## src/rtl/core/pss_pkg.sv

```systemverilog
package pss_pkg;

  // Default sizes and fixed field widths
  localparam int SAMPLE_WIDTH_DEF = 24;
  localparam int COUNT_WIDTH_DEF  = 16;
  localparam int QUEUE_DEPTH      = 4;
  localparam int VALUE_W          = 24;
  localparam int NUM_W            = 16;
  localparam int TOTAL_W          = 32;
  localparam int CMD_W            = 3;
  localparam int FAULT_KINDS      = 3;

  // Command codes on the input channel
  localparam logic [CMD_W-1:0] CMD_SAMPLE    = 3'd0;
  localparam logic [CMD_W-1:0] CMD_READ_FAIL = 3'd1;
  localparam logic [CMD_W-1:0] CMD_UNDERFLOW = 3'd2;
  localparam logic [CMD_W-1:0] CMD_OVERFLOW  = 3'd3;
  localparam logic [CMD_W-1:0] CMD_CLOSE     = 3'd4;

  // Fault counter slots
  localparam logic [1:0] FAULT_READ  = 2'd0;
  localparam logic [1:0] FAULT_UNDER = 2'd1;
  localparam logic [1:0] FAULT_OVER  = 2'd2;

  typedef enum logic [2:0] {
    KIND_SAMPLE,
    KIND_READ_FAIL,
    KIND_UNDERFLOW,
    KIND_OVERFLOW,
    KIND_CLOSE
  } kind_t;

  typedef enum logic [2:0] {
    CL_IDLE,
    CL_DIVIDE,
    CL_MUL_N,
    CL_MUL_A,
    CL_SQRT_LOAD,
    CL_MUL_T,
    CL_MUL_M,
    CL_DONE
  } close_state_t;

  typedef struct packed {
    logic [CMD_W-1:0]          cmd;
    logic signed [VALUE_W-1:0] sample_value;
    logic                      sample_invalid;
  } in_item_t;

  typedef struct packed {
    logic [NUM_W-1:0]          sample_tally;
    logic [NUM_W-1:0]          valid_tally;
    logic signed [VALUE_W-1:0] min_value;
    logic signed [VALUE_W-1:0] max_value;
    logic signed [VALUE_W-1:0] mean_value;
    logic [VALUE_W-1:0]        stdev_value;
    logic [NUM_W-1:0]          per_read_errs;
    logic [NUM_W-1:0]          per_under_cnt;
    logic [NUM_W-1:0]          per_over_cnt;
    logic [TOTAL_W-1:0]        all_read_errs;
    logic [TOTAL_W-1:0]        all_under_cnt;
    logic [TOTAL_W-1:0]        all_over_cnt;
  } out_item_t;

  typedef struct packed {
    kind_t                     kind;
    logic signed [VALUE_W-1:0] value;
    logic                      invalid;
  } queue_item_t;

  // Handshake between accumulator and close engine
  typedef struct packed {
    logic start;
    logic busy;
  } close_ctrl_t;

endpackage

```

## src/rtl/core/period_sample_statistics_unit.sv

```systemverilog
// Throughput: one event beat (sample or fault) per cycle through the queue and accumulator;
// a beat is stored in the queue and updates the period state registers when popped. A close
// with valid samples runs a radix-2 divide, and with two or more the n*S2 and S1^2 shift-add
// multiplies, then a SAMPLE_WIDTH-step root search of two shift-add multiplies each; while it
// runs, later beats flow until the next close is at the queue head and waits. Reset clears
// the queue, all period statistics and the total fault counters.
module period_sample_statistics_unit import pss_pkg::*; #(
  parameter int SAMPLE_WIDTH = SAMPLE_WIDTH_DEF,
  parameter int COUNT_WIDTH  = COUNT_WIDTH_DEF
) (
  input  logic      clk,
  input  logic      rst,
  input  logic      in_valid,
  output logic      in_stall,
  input  in_item_t  in_data,
  output logic      out_valid,
  input  logic      out_stall,
  output out_item_t out_data
);

  localparam int SW = SAMPLE_WIDTH;
  localparam int CW = COUNT_WIDTH;

  logic                              q_valid;
  queue_item_t                       q_item;
  logic                              q_pop;
  close_ctrl_t                       acc_ctrl;
  close_ctrl_t                       cl_ctrl;
  logic [CW-1:0]                     sample_count;
  logic [CW-1:0]                     valid_count;
  logic signed [SW+CW-1:0]           running_sum;
  logic [2*SW+CW-3:0]                running_square_sum;
  logic signed [SW-1:0]              running_min;
  logic signed [SW-1:0]              running_max;
  logic [FAULT_KINDS-1:0][CW-1:0]    period_faults;
  logic [FAULT_KINDS-1:0][TOTAL_W-1:0] total_faults;

  pss_front u_front (
    .clk      (clk),
    .rst      (rst),
    .in_valid (in_valid),
    .in_stall (in_stall),
    .in_data  (in_data),
    .q_valid  (q_valid),
    .q_item   (q_item),
    .q_pop    (q_pop)
  );

  pss_accum #(
    .SAMPLE_WIDTH (SAMPLE_WIDTH),
    .COUNT_WIDTH  (COUNT_WIDTH)
  ) u_accum (
    .clk                (clk),
    .rst                (rst),
    .q_valid            (q_valid),
    .q_item             (q_item),
    .q_pop              (q_pop),
    .ctrl_out           (acc_ctrl),
    .ctrl_in            (cl_ctrl),
    .sample_count       (sample_count),
    .valid_count        (valid_count),
    .running_sum        (running_sum),
    .running_square_sum (running_square_sum),
    .running_min        (running_min),
    .running_max        (running_max),
    .period_faults      (period_faults),
    .total_faults       (total_faults)
  );

  pss_close #(
    .SAMPLE_WIDTH (SAMPLE_WIDTH),
    .COUNT_WIDTH  (COUNT_WIDTH)
  ) u_close (
    .clk          (clk),
    .rst          (rst),
    .ctrl_in      (acc_ctrl),
    .ctrl_out     (cl_ctrl),
    .snap_samples (sample_count),
    .snap_valid   (valid_count),
    .snap_sum     (running_sum),
    .snap_sq      (running_square_sum),
    .snap_min     (running_min),
    .snap_max     (running_max),
    .snap_period  (period_faults),
    .snap_total   (total_faults),
    .out_valid    (out_valid),
    .out_stall    (out_stall),
    .out_data     (out_data)
  );

  // A close is never handed over while the engine still holds the previous one
  a_close_when_free: assert property (@(posedge clk) disable iff (rst)
    acc_ctrl.start |-> !cl_ctrl.busy)
    else $error("close started while engine busy");

  // Valid samples never outnumber all samples in the period
  a_valid_le_total: assert property (@(posedge clk) disable iff (rst)
    valid_count <= sample_count)
    else $error("valid count above sample count");

  // A reported result never claims more valid samples than samples
  a_result_counts: assert property (@(posedge clk) disable iff (rst)
    out_valid |-> (out_data.valid_tally <= out_data.sample_tally))
    else $error("result valid count above sample count");

  // No result right after reset
  a_reset_quiet: assert property (@(posedge clk)
    $past(rst) |-> !out_valid)
    else $error("result after reset");

endmodule

```

## src/rtl/core/pss_front.sv

```systemverilog
module pss_front import pss_pkg::*; (
  input  logic        clk,
  input  logic        rst,
  input  logic        in_valid,
  output logic        in_stall,
  input  in_item_t    in_data,
  output logic        q_valid,
  output queue_item_t q_item,
  input  logic        q_pop
);

  localparam int PTR_W = $clog2(QUEUE_DEPTH);
  localparam int CNT_W = $clog2(QUEUE_DEPTH + 1);

  queue_item_t      mem [QUEUE_DEPTH];
  logic [PTR_W-1:0] wr_ptr;
  logic [PTR_W-1:0] rd_ptr;
  logic [CNT_W-1:0] count;
  logic             accept;
  logic             keep;
  logic             push;
  queue_item_t      item;

  // Decode the command; unused codes are dropped
  always_comb begin
    keep         = 1'b1;
    item.value   = in_data.sample_value;
    item.invalid = in_data.sample_invalid;
    case (in_data.cmd)
      CMD_SAMPLE:    item.kind = KIND_SAMPLE;
      CMD_READ_FAIL: item.kind = KIND_READ_FAIL;
      CMD_UNDERFLOW: item.kind = KIND_UNDERFLOW;
      CMD_OVERFLOW:  item.kind = KIND_OVERFLOW;
      CMD_CLOSE:     item.kind = KIND_CLOSE;
      default: begin
        item.kind = KIND_SAMPLE;
        keep      = 1'b0;
      end
    endcase
  end

  assign in_stall = (count == CNT_W'(QUEUE_DEPTH));
  assign accept   = in_valid && !in_stall;
  assign push     = accept && keep;
  assign q_valid  = (count != '0);
  assign q_item   = mem[rd_ptr];

  // Store the beat
  always_ff @(posedge clk) begin
    if (push) begin
      mem[wr_ptr] <= item;
    end
  end

  // Advance pointers and fill count
  always_ff @(posedge clk) begin
    if (rst) begin
      wr_ptr <= '0;
      rd_ptr <= '0;
      count  <= '0;
    end else begin
      if (push) begin
        wr_ptr <= (wr_ptr == PTR_W'(QUEUE_DEPTH - 1)) ? '0 : wr_ptr + 1'b1;
      end
      if (q_pop) begin
        rd_ptr <= (rd_ptr == PTR_W'(QUEUE_DEPTH - 1)) ? '0 : rd_ptr + 1'b1;
      end
      if (push && !q_pop) begin
        count <= count + 1'b1;
      end else if (!push && q_pop) begin
        count <= count - 1'b1;
      end
    end
  end

endmodule

```

## src/rtl/core/pss_accum.sv

```systemverilog
module pss_accum import pss_pkg::*; #(
  parameter int SAMPLE_WIDTH = SAMPLE_WIDTH_DEF,
  parameter int COUNT_WIDTH  = COUNT_WIDTH_DEF
) (
  input  logic                                      clk,
  input  logic                                      rst,
  input  logic                                      q_valid,
  input  queue_item_t                               q_item,
  output logic                                      q_pop,
  output close_ctrl_t                               ctrl_out,
  input  close_ctrl_t                               ctrl_in,
  output logic [COUNT_WIDTH-1:0]                    sample_count,
  output logic [COUNT_WIDTH-1:0]                    valid_count,
  output logic signed [SAMPLE_WIDTH+COUNT_WIDTH-1:0] running_sum,
  output logic [2*SAMPLE_WIDTH+COUNT_WIDTH-3:0]     running_square_sum,
  output logic signed [SAMPLE_WIDTH-1:0]            running_min,
  output logic signed [SAMPLE_WIDTH-1:0]            running_max,
  output logic [FAULT_KINDS-1:0][COUNT_WIDTH-1:0]   period_faults,
  output logic [FAULT_KINDS-1:0][TOTAL_W-1:0]       total_faults
);

  localparam int SW   = SAMPLE_WIDTH;
  localparam int CW   = COUNT_WIDTH;
  localparam int SUMW = SW + CW;
  localparam int SQW  = 2 * SW + CW - 2;
  localparam logic signed [SW-1:0] MOST_POS = {1'b0, {(SW-1){1'b1}}};
  localparam logic signed [SW-1:0] MOST_NEG = {1'b1, {(SW-1){1'b0}}};

  logic signed [SW-1:0]   v;
  logic signed [2*SW-1:0] square;
  logic                   is_close;
  logic                   take_valid;
  logic                   fault_hit;
  logic [1:0]             fault_idx;

  assign v          = q_item.value[SW-1:0];
  assign square     = v * v;
  assign is_close   = (q_item.kind == KIND_CLOSE);
  assign q_pop      = q_valid && (!is_close || !ctrl_in.busy);
  assign take_valid = !q_item.invalid && (valid_count != '1);

  assign ctrl_out.start = q_pop && is_close;
  assign ctrl_out.busy  = 1'b0;

  // Map the fault kind to its counter slot
  always_comb begin
    fault_hit = 1'b1;
    case (q_item.kind)
      KIND_READ_FAIL: fault_idx = FAULT_READ;
      KIND_UNDERFLOW: fault_idx = FAULT_UNDER;
      KIND_OVERFLOW:  fault_idx = FAULT_OVER;
      default: begin
        fault_idx = FAULT_READ;
        fault_hit = 1'b0;
      end
    endcase
  end

  // Accumulate one beat; clear the period on close
  always_ff @(posedge clk) begin
    if (rst) begin
      sample_count       <= '0;
      valid_count        <= '0;
      running_sum        <= '0;
      running_square_sum <= '0;
      running_min        <= MOST_POS;
      running_max        <= MOST_NEG;
      period_faults      <= '0;
      total_faults       <= '0;
    end else if (q_pop) begin
      if (is_close) begin
        sample_count       <= '0;
        valid_count        <= '0;
        running_sum        <= '0;
        running_square_sum <= '0;
        running_min        <= MOST_POS;
        running_max        <= MOST_NEG;
        period_faults      <= '0;
      end else if (q_item.kind == KIND_SAMPLE) begin
        if (sample_count != '1) begin
          sample_count <= sample_count + 1'b1;
        end
        if (take_valid) begin
          valid_count        <= valid_count + 1'b1;
          running_sum        <= running_sum + SUMW'(v);
          running_square_sum <= running_square_sum + SQW'($unsigned(square));
          if (v < running_min) begin
            running_min <= v;
          end
          if (v > running_max) begin
            running_max <= v;
          end
        end
      end else if (fault_hit) begin
        if (period_faults[fault_idx] != '1) begin
          period_faults[fault_idx] <= period_faults[fault_idx] + 1'b1;
        end
        if (total_faults[fault_idx] != '1) begin
          total_faults[fault_idx] <= total_faults[fault_idx] + 1'b1;
        end
      end
    end
  end

endmodule

```

## src/rtl/core/pss_close.sv

```systemverilog
module pss_close import pss_pkg::*; #(
  parameter int SAMPLE_WIDTH = SAMPLE_WIDTH_DEF,
  parameter int COUNT_WIDTH  = COUNT_WIDTH_DEF
) (
  input  logic                                       clk,
  input  logic                                       rst,
  input  close_ctrl_t                                ctrl_in,
  output close_ctrl_t                                ctrl_out,
  input  logic [COUNT_WIDTH-1:0]                     snap_samples,
  input  logic [COUNT_WIDTH-1:0]                     snap_valid,
  input  logic signed [SAMPLE_WIDTH+COUNT_WIDTH-1:0] snap_sum,
  input  logic [2*SAMPLE_WIDTH+COUNT_WIDTH-3:0]      snap_sq,
  input  logic signed [SAMPLE_WIDTH-1:0]             snap_min,
  input  logic signed [SAMPLE_WIDTH-1:0]             snap_max,
  input  logic [FAULT_KINDS-1:0][COUNT_WIDTH-1:0]    snap_period,
  input  logic [FAULT_KINDS-1:0][TOTAL_W-1:0]        snap_total,
  output logic                                       out_valid,
  input  logic                                       out_stall,
  output out_item_t                                  out_data
);

  localparam int SW   = SAMPLE_WIDTH;
  localparam int CW   = COUNT_WIDTH;
  localparam int SUMW = SW + CW;
  localparam int SQW  = 2 * SW + CW - 2;
  localparam int AW   = SW + CW - 1;
  localparam int DIVW = SW + CW + 1;
  localparam int DCW  = $clog2(DIVW);
  localparam int PW   = 2 * SW + 2 * CW + 2;
  localparam int BW   = $clog2(SW);

  close_state_t       state;
  close_state_t       state_next;
  logic [CW-1:0]      n;
  logic               neg;
  logic [AW-1:0]      a_abs;
  logic [SQW-1:0]     sq;
  logic [2*CW-1:0]    m;
  logic [DIVW-1:0]    dq;
  logic [CW:0]        rem;
  logic [DCW-1:0]     div_cnt;
  logic [PW-1:0]      dval;
  logic [PW-1:0]      acc;
  logic [PW-1:0]      x;
  logic [PW-1:0]      y;
  logic [SW-1:0]      r;
  logic [BW-1:0]      b;
  out_item_t          res;

  logic [SUMW-1:0]    sum_mag;
  logic [CW+1:0]      trial;
  logic [CW+1:0]      div2n;
  logic               ge;
  logic [DIVW-1:0]    q_final;
  logic signed [SW:0] q_signed;
  logic signed [SW:0] mean_val;
  logic [PW-1:0]      acc_step;
  logic               y_done;
  logic               div_last;
  logic [SW-1:0]      c_cur;
  logic [SW:0]        t;
  logic [SW-1:0]      r_new;

  assign sum_mag  = snap_sum[SUMW-1] ? SUMW'(-snap_sum) : SUMW'(snap_sum);
  assign trial    = {rem, dq[DIVW-1]};
  assign div2n    = {1'b0, n, 1'b0};
  assign ge       = (trial >= div2n);
  assign q_final  = {dq[DIVW-2:0], ge};
  assign q_signed = signed'((SW+1)'(q_final));
  assign mean_val = neg ? -q_signed : q_signed;
  assign acc_step = y[0] ? acc + x : acc;
  assign y_done   = (y == '0);
  assign div_last = (div_cnt == DCW'(DIVW - 1));
  assign c_cur    = r | (SW'(1) << b);
  assign t        = {c_cur, 1'b0} - (SW+1)'(1);
  assign r_new    = (acc <= dval) ? c_cur : r;

  // Next state
  always_comb begin
    state_next = state;
    case (state)
      CL_IDLE: begin
        if (ctrl_in.start) begin
          state_next = (snap_valid == '0) ? CL_DONE : CL_DIVIDE;
        end
      end
      CL_DIVIDE: begin
        if (div_last) begin
          state_next = (n == CW'(1)) ? CL_DONE : CL_MUL_N;
        end
      end
      CL_MUL_N: begin
        if (y_done) begin
          state_next = CL_MUL_A;
        end
      end
      CL_MUL_A: begin
        if (y_done) begin
          state_next = CL_SQRT_LOAD;
        end
      end
      CL_SQRT_LOAD: state_next = CL_MUL_T;
      CL_MUL_T: begin
        if (y_done) begin
          state_next = CL_MUL_M;
        end
      end
      CL_MUL_M: begin
        if (y_done) begin
          state_next = (b == '0) ? CL_DONE : CL_SQRT_LOAD;
        end
      end
      CL_DONE: begin
        if (!out_stall) begin
          state_next = CL_IDLE;
        end
      end
      default: state_next = CL_IDLE;
    endcase
  end

  // Outputs
  always_comb begin
    out_valid      = (state == CL_DONE);
    ctrl_out.busy  = (state != CL_IDLE);
    ctrl_out.start = 1'b0;
  end

  assign out_data = res;

  always_ff @(posedge clk) begin
    if (rst) begin
      state <= CL_IDLE;
    end else begin
      state <= state_next;
    end
  end

  // Datapath: divide for the mean, then D = n*S2 - S1^2 and a bitwise root search
  always_ff @(posedge clk) begin
    case (state)
      CL_IDLE: begin
        if (ctrl_in.start) begin
          n       <= snap_valid;
          neg     <= snap_sum[SUMW-1];
          a_abs   <= AW'(sum_mag);
          sq      <= snap_sq;
          m       <= (2*CW)'(snap_valid) * (2*CW)'(snap_valid - 1'b1);
          dq      <= DIVW'({sum_mag, 1'b0}) + DIVW'(snap_valid);
          rem     <= '0;
          div_cnt <= '0;
          r       <= '0;
          b       <= BW'(SW - 1);
          res.sample_tally  <= NUM_W'(snap_samples);
          res.valid_tally   <= NUM_W'(snap_valid);
          res.min_value     <= (snap_valid == '0) ? '0 : VALUE_W'(snap_min);
          res.max_value     <= (snap_valid == '0) ? '0 : VALUE_W'(snap_max);
          res.mean_value    <= '0;
          res.stdev_value   <= '0;
          res.per_read_errs <= NUM_W'(snap_period[FAULT_READ]);
          res.per_under_cnt <= NUM_W'(snap_period[FAULT_UNDER]);
          res.per_over_cnt  <= NUM_W'(snap_period[FAULT_OVER]);
          res.all_read_errs <= snap_total[FAULT_READ];
          res.all_under_cnt <= snap_total[FAULT_UNDER];
          res.all_over_cnt  <= snap_total[FAULT_OVER];
        end
      end
      CL_DIVIDE: begin
        rem     <= ge ? (CW+1)'(trial - div2n) : (CW+1)'(trial);
        dq      <= q_final;
        div_cnt <= div_cnt + 1'b1;
        if (div_last) begin
          res.mean_value <= VALUE_W'(mean_val);
          acc            <= '0;
          x              <= PW'(sq);
          y              <= PW'(n);
        end
      end
      CL_MUL_N: begin
        if (!y_done) begin
          acc <= acc_step;
          x   <= x << 1;
          y   <= y >> 1;
        end else begin
          dval <= acc;
          acc  <= '0;
          x    <= PW'(a_abs);
          y    <= PW'(a_abs);
        end
      end
      CL_MUL_A: begin
        if (!y_done) begin
          acc <= acc_step;
          x   <= x << 1;
          y   <= y >> 1;
        end else begin
          dval <= (dval - acc) << 2;
        end
      end
      CL_SQRT_LOAD: begin
        acc <= '0;
        x   <= PW'(t);
        y   <= PW'(t);
      end
      CL_MUL_T: begin
        if (!y_done) begin
          acc <= acc_step;
          x   <= x << 1;
          y   <= y >> 1;
        end else begin
          acc <= '0;
          x   <= acc;
          y   <= PW'(m);
        end
      end
      CL_MUL_M: begin
        if (!y_done) begin
          acc <= acc_step;
          x   <= x << 1;
          y   <= y >> 1;
        end else begin
          r <= r_new;
          if (b == '0) begin
            res.stdev_value <= VALUE_W'(r_new);
          end else begin
            b <= b - 1'b1;
          end
        end
      end
      CL_DONE: begin
        res <= res;
      end
      default: begin
        res <= res;
      end
    endcase
  end

endmodule

```

## config.mk

```make
export PLATFORM = sky130hd
export DESIGN_NAME = period_sample_statistics_unit
export DESIGN_NICKNAME = d
export VERILOG_FILES = /design/src/rtl/core/pss_pkg.sv /design/src/rtl/core/period_sample_statistics_unit.sv /design/src/rtl/core/pss_front.sv /design/src/rtl/core/pss_accum.sv /design/src/rtl/core/pss_close.sv
export SDC_FILE = /design/constraint.sdc
export NUM_CORES = 2
export LEC_CHECK = 0
export ABC_CLOCK_PERIOD_IN_PS = 11700
export BUFFER_PORTS_ARGS = -buffer_cell sky130_fd_sc_hd__buf_2
export CELL_PAD_IN_SITES_DETAIL_PLACEMENT = 1
export CELL_PAD_IN_SITES_GLOBAL_PLACEMENT = 1
export CORE_MARGIN = 2
export CORE_UTILIZATION = 46
export DETAILED_ROUTE_END_ITERATION = 10
export PLACE_DENSITY_LB_ADDON = 0.12
export SKIP_CTS_REPAIR_TIMING = 1
export SLEW_MARGIN = 20
export SYNTH_ARGS = -nofsm -noshare
export SYNTH_HDL_FRONTEND = slang
export SYNTH_SLANG_ARGS = --single-unit
```

## constraint.sdc

```tcl
create_clock -name clk -period 11.7 [get_ports clk]
set_input_delay 1.755 -clock clk [delete_from_list [all_inputs] [get_ports clk]]
set_output_delay 1.755 -clock clk [all_outputs]
set_load 0.005 [all_outputs]
```

======== After elaboration in Yosys (flattened, before gate mapping) ========
Memories as Yosys holds them, arrays and structs flattened. A register that Yosys moved wholly into a read port is not among the register bits.
Cells that the tools add are included.
storage, ports and cells
  bits in registers ....................... 1163
  memory bits (read-only) ................. 0
  bits in latches ......................... 0
  RAM bits ................................ 112
  memories ................................ 1
  output and inout port bits .............. 274
  input bits .............................. 32
  word-level logic and storage cells ...... 263
cells by class
  div/mod/pow operators ................... 0
  reduce and logical (&&, ||, !) cells .... 56
  muxes and demuxes ....................... 98
  add/sub/neg operators ................... 20
  equality and inequality tests ........... 35
  shift operators ......................... 1
  $mul .................................... 2
  $lt $le $gt $ge ......................... 6
  bitwise gates (word level) .............. 3
memories
  memory       words  bits a word  rd ports  clocked after memory_dff  wr ports  line             RTL
  u_front.mem  4      28           1         1                         1         pss_front.sv:15  queue_item_t mem [QUEUE_DEPTH];
operator list
  cell                   count
  $mux 82                12
  $pmux 82 s5            2
  $mux 24                15
  $pmux 82 s4            1
  $mux 192               1
  $mux 48                4
  $mux 62                3
  $pmux 82 s2            1
  $mux 81                2
  $mux 40                4
  $pmux 24 s2            3
  $mux 16                8
  $bwmux 96              1
  $add 82x82->82         1
  $le 82x82->1           1
  $logic_not 82->1       1
  $pmux 41 s2            1
  $sub 80x80->80         1
  $bmux 32 s2            1
  $demux 32 s2           1
  $mux 32                2
  $add 62x48->62         1
  $add 16x1->16 const B  3
  $bwmux 48              1
  other kinds (66)       150

======== Logic depth before layout (Yosys ltp) ========
  word-level depth ........................ 11
  gate-level depth with buffers ........... 48
  depth with buffers taken out ............ 43

======== By module ========
A second synthesis with hierarchy kept.
unflattened totals
  cell total of the unflattened synthesis .. 10123
  area total of the unflattened synthesis .. 99123.8 um^2
modules (own cells, without submodules)
  module     instances  area an instance (um^2)  cells an instance  sequential area each (um^2)
  pss_close  1          56148.9                  5522               23572.6
  pss_accum  1          38431.9                  4402               6526.3
  pss_front  1          4543.1                   199                3543.4

======== Worst setup path before layout ========
OpenSTA, ideal clock, no wires.
  path kind ............................... flip-flop to flip-flop
  from .................................... register (tool-made name)
  to ...................................... register u_accum.running_square_sum[54]
  data arrival time ....................... 10.790 ns
  stages on the path, launching flop included .. 42
  buffers on the path ..................... 5
  period minus slack after synthesis ...... 10.918 ns
  slack ................................... 0.782 ns
  library setup time ...................... 0.128 ns
  data required time ...................... 11.572 ns
  path through ............................ dfxtp_1 > buf_6 > clkbuf_1 > buf_1 > clkbuf_1 > mux2i_1 > nand2_1 > o21ai_1 > clkbuf_1 > nor2_1 > fa_1 > inv_1 > fa_1 > inv_1 > fa_1 > fa_1 > fa_1 > fa_1 > [... 6 more ...] > a21oi_1 > nor2b_1 > o21a_1 > o21a_1 > o21a_1 > a211oi_1 > xnor2_1 > ha_1 > a21o_1 > a21oi_1 > nor2b_1 > o21ai_0 > nand2b_1 > or3_1 > a211oi_1 > nor3_1 > xnor2_1 > nor2_1
RTL lines
  what                    line             RTL
  end signal: assignment  pss_accum.sv:86  running_square_sum <= running_square_sum + SQW'($unsigned(square));
  end: declaration        pss_accum.sv:15  output logic [2*SAMPLE_WIDTH+COUNT_WIDTH-3:0] running_square_sum,

==> summary.txt <==
Die
  • IO Count: 306
  • Core Area: 0.213 mm²
  • Area of the die: 0.218 mm²
  • Rows: 169
  • Die span in x: 467 µm
  • Die height: 467 µm
  • Starting density of the core: 46.3%

Critical path
  • Crit Path Max Fanout: 20
  • Cell mode on critical path: fa_1
  • Req. time, crit path: 12.43 ns
  • Worst path slowest cell: fa_1
  • Kind of critical path: reg2reg
  • Crit-path max cell delay: 0.61 ns
  • Top delay family on crit path: adder cells
  • CP Launch Type: flop
  • Critical path capture point type: flop
  • Buf+Inv Stages, Crit Path: 7
  • Critical path arrival: 11.82 ns

CTS
  • CTS tree: done
  • Worst-path clk slew: 0.06 ns
  • CTS H-tree lvls: 4
  • Worst skew pair latency: 0.86 ns
  • Longest Clk Path Bufs: 3
  • Clk root buf: clkbuf_16
  • Num CTS Buffers: 147
  • # clock sinks: 1233

Place
  • DP Cell Count: 13000
  • Hpwl dp: 244000 µm
  • RePlAce Congestion: 0.913
  • Port-buffer cells: 305

STA
  • F_max: 90.1 MHz
  • Max-slew violation count: 0
  • Worst-Margin Slew: 1.20 ns
  • Tmin final: 11.09 ns
  • Final Setup Violations: 0
  • Fin Setup TNS: 0 ns
  • Clk_skew: 0.0708 ns
  • Hold slack: 0.430 ns
  • Final hold vios: 0
  • Period utilization: 94.8%
  • Slew HR: 19.6%
  • RSZ-0062 raised after global routing: false

Yosys
  • Sequential area share after synthesis: 34.2%
  • Synth Area per Inst: 9.76 µm²
  • Cells after Synth: 10100
  • Async SR Flop Fraction: 0%
  • Mapped cell area: 0.0985 mm²
  • Top FF cell, synth: edfxtp_1
  • Synth warn: 0
  • Distinct cell type count after synthesis: 102
  • EDFF count, synth: 895
  • Synthesis-stage register bit count: 1233

Route
  • DRT Wirelength: 317000 µm
  • Via count: 75900
  • Per-cell routed wire length: 24.0 µm
  • Pre-Repair DR Iteration Count: 9
  • Initial DRC count: 5645
  • Remaining antenna violation count after routing: 0
  • Vias/cell: 5.74
  • # DRC: 0

Layout
  • Filler instances: 23700
  • Area of the multi-input gates: 0.0583 mm²
  • Layout cells sized above 1: 8.21%
  • Area growth, synth to finish: 10.1%
  • Util after Layout: 51.0%
  • Register area: 0.0336 mm²
  • Nets: 11800
  • Non-filler cells, final: 13200

Global routing
  • Global-route wire length before repair: 490000 µm
  • Largest net degree at the start of global routing: 128
  • Initial antenna violation count: 10
  • Vias in the first global route: 81200
  • GRT Total Usage: 29.0%
  • GRT overflow: 0

Run
  • MaxCap Viol Count: 0

Run status
  • Status: complete, no violations

Min path
  • Min-Delay Path Class: reg2reg
worst paths after layout:
check,start,endpoint,slack [ns],cells after the start
max,flop,u_accum.running_square_sum[53]$_SDFFE_PP0P_,0.61,38
min,u_accum.total_faults[19]$_SDFFE_PP0P_,u_close.out_data[83]$_DFFE_PP_,0.43,0
max reg2reg,flop,u_accum.running_square_sum[53]$_SDFFE_PP0P_,0.61,38
min reg2reg,u_accum.total_faults[19]$_SDFFE_PP0P_,u_close.out_data[83]$_DFFE_PP_,0.43,0
worst reg2reg max path, delay by kind of cell, from the launching register on:
kind	cells	cell delay, ns
AO/OA/AOI/OAI	17	3.55
XOR/XNOR	1	0.31
adder cells (fa/ha/maj)	9	4.48
buffers and inverters	7	1.35
flip-flops	1	0.51
multiplexers	1	0.36
AND/OR/NAND/NOR	3	0.44
through the flow:
stage                     cell area (µm²)  setup WS [ns]
after floorplan                     98600          0.782
after global placement             103000          0.358
after detailed placement           103000          0.230
after CTS                          108000          0.195
after global routing               108000         0.0226
final                              108000          0.607
cell usage after synthesis, types with 116 or more instances:
cell type	number	area share, %
o21ai_0	406	2.1
inv_1	1357	5.2
dfxtp_1	338	6.9
nor3_1	135	0.69
xnor2_1	303	2.7
nand2b_1	226	1.4
nand2_1	825	3.1
clkbuf_1	390	1.5
a21oi_1	578	2.9
ha_1	647	8.2
xor2_1	194	1.7
nor2b_1	116	0.74
a211oi_1	135	1.0
a21o_1	253	1.9
nor2_1	897	3.4
fa_1	838	17
mux2i_1	153	1.6
nand3_1	138	0.70
edfxtp_1	895	27
layout make-up:
| cell class | instances | share of cell area [%] |
|---|---|---|
| Multi-Input combinational cell | 7069 | 53.8 |
| Inverter | 1367 | 4.75 |
| Sequential cell | 1233 | 31.0 |
| Timing Repair Buffer | 467 | 2.59 |
| Clock buffer | 192 | 3.65 |
| Antenna cell | 2 | 0.00462 |
| Tap cell | 2821 | 3.26 |
| Clock inverter | 76 | 0.914 |
placed cells by master (no fill, tap or decap), types with 85 or more instances in the layout:
master,instances
a211oi_1,134
a21o_1,253
a21oi_1,573
buf_2,304
buf_4,158
clkbuf_16,150
dfxtp_1,336
edfxtp_1,895
fa_1,837
ha_1,647
inv_1,1357
mux2i_1,153
nand2_1,819
nand2b_1,225
nand3_1,136
nand4_1,99
nor2_1,890
nor2b_1,114
nor3_1,131
o21a_1,85
o21ai_0,393
xnor2_1,303
xor2_1,194
kinds of logic (layout without fill, tap and decap cells):
kind of cell | Yosys count | in the layout | share of synthesized area, %
DFF | 1233 | 1233 | 34.2
other | 2 | 26 | 0.00763
buffers and inverters | 1809 | 2102 | 6.99
AOI/OAI and AO/OA | 2055 | 2055 | 13.5
xor gates and xnor gates | 497 | 497 | 4.42
muxes | 220 | 220 | 2.38
and+or+nand+nor | 2787 | 2787 | 13.3
adders and majority gates | 1486 | 1486 | 25.3
metal layers:
layer | routed length (µm) | vias to the layer above | GRT usage (%)
li1 | - | 34700 | -
met1 | 141000 | 38800 | 39.8
met2 | 150000 | 1954 | 47.8
met3 | 16800 | 434 | 4.15
met4 | 9030 | 2 | 8.23
met5 | 13 | - | 0
flip-flops by register name (all words and copies together) (netlist names), 5 cells and up, named ones only:
signal and count:
u_close.acc 82, u_close.a_abs 39, u_accum.total_faults 96, u_accum.running_max 24, u_accum.running_square_sum 62, u_close.b 5, u_close.x 82, u_close.m 31
u_accum.running_min 24, u_close.dq 41, u_accum.running_sum 40, u_accum.sample_count 16, u_close.rem 17, u_accum.period_faults 48, u_close.div_cnt 6, u_close.r 24
u_accum.valid_count 16, u_close.n 16, u_close.y 39, u_front.mem 112, u_close.sq 62, u_close.out_data 256, u_close.dval 82
Power is not shown: default switching activity piles up to over one toggle a cycle in this logic, so the estimate is an artifact.
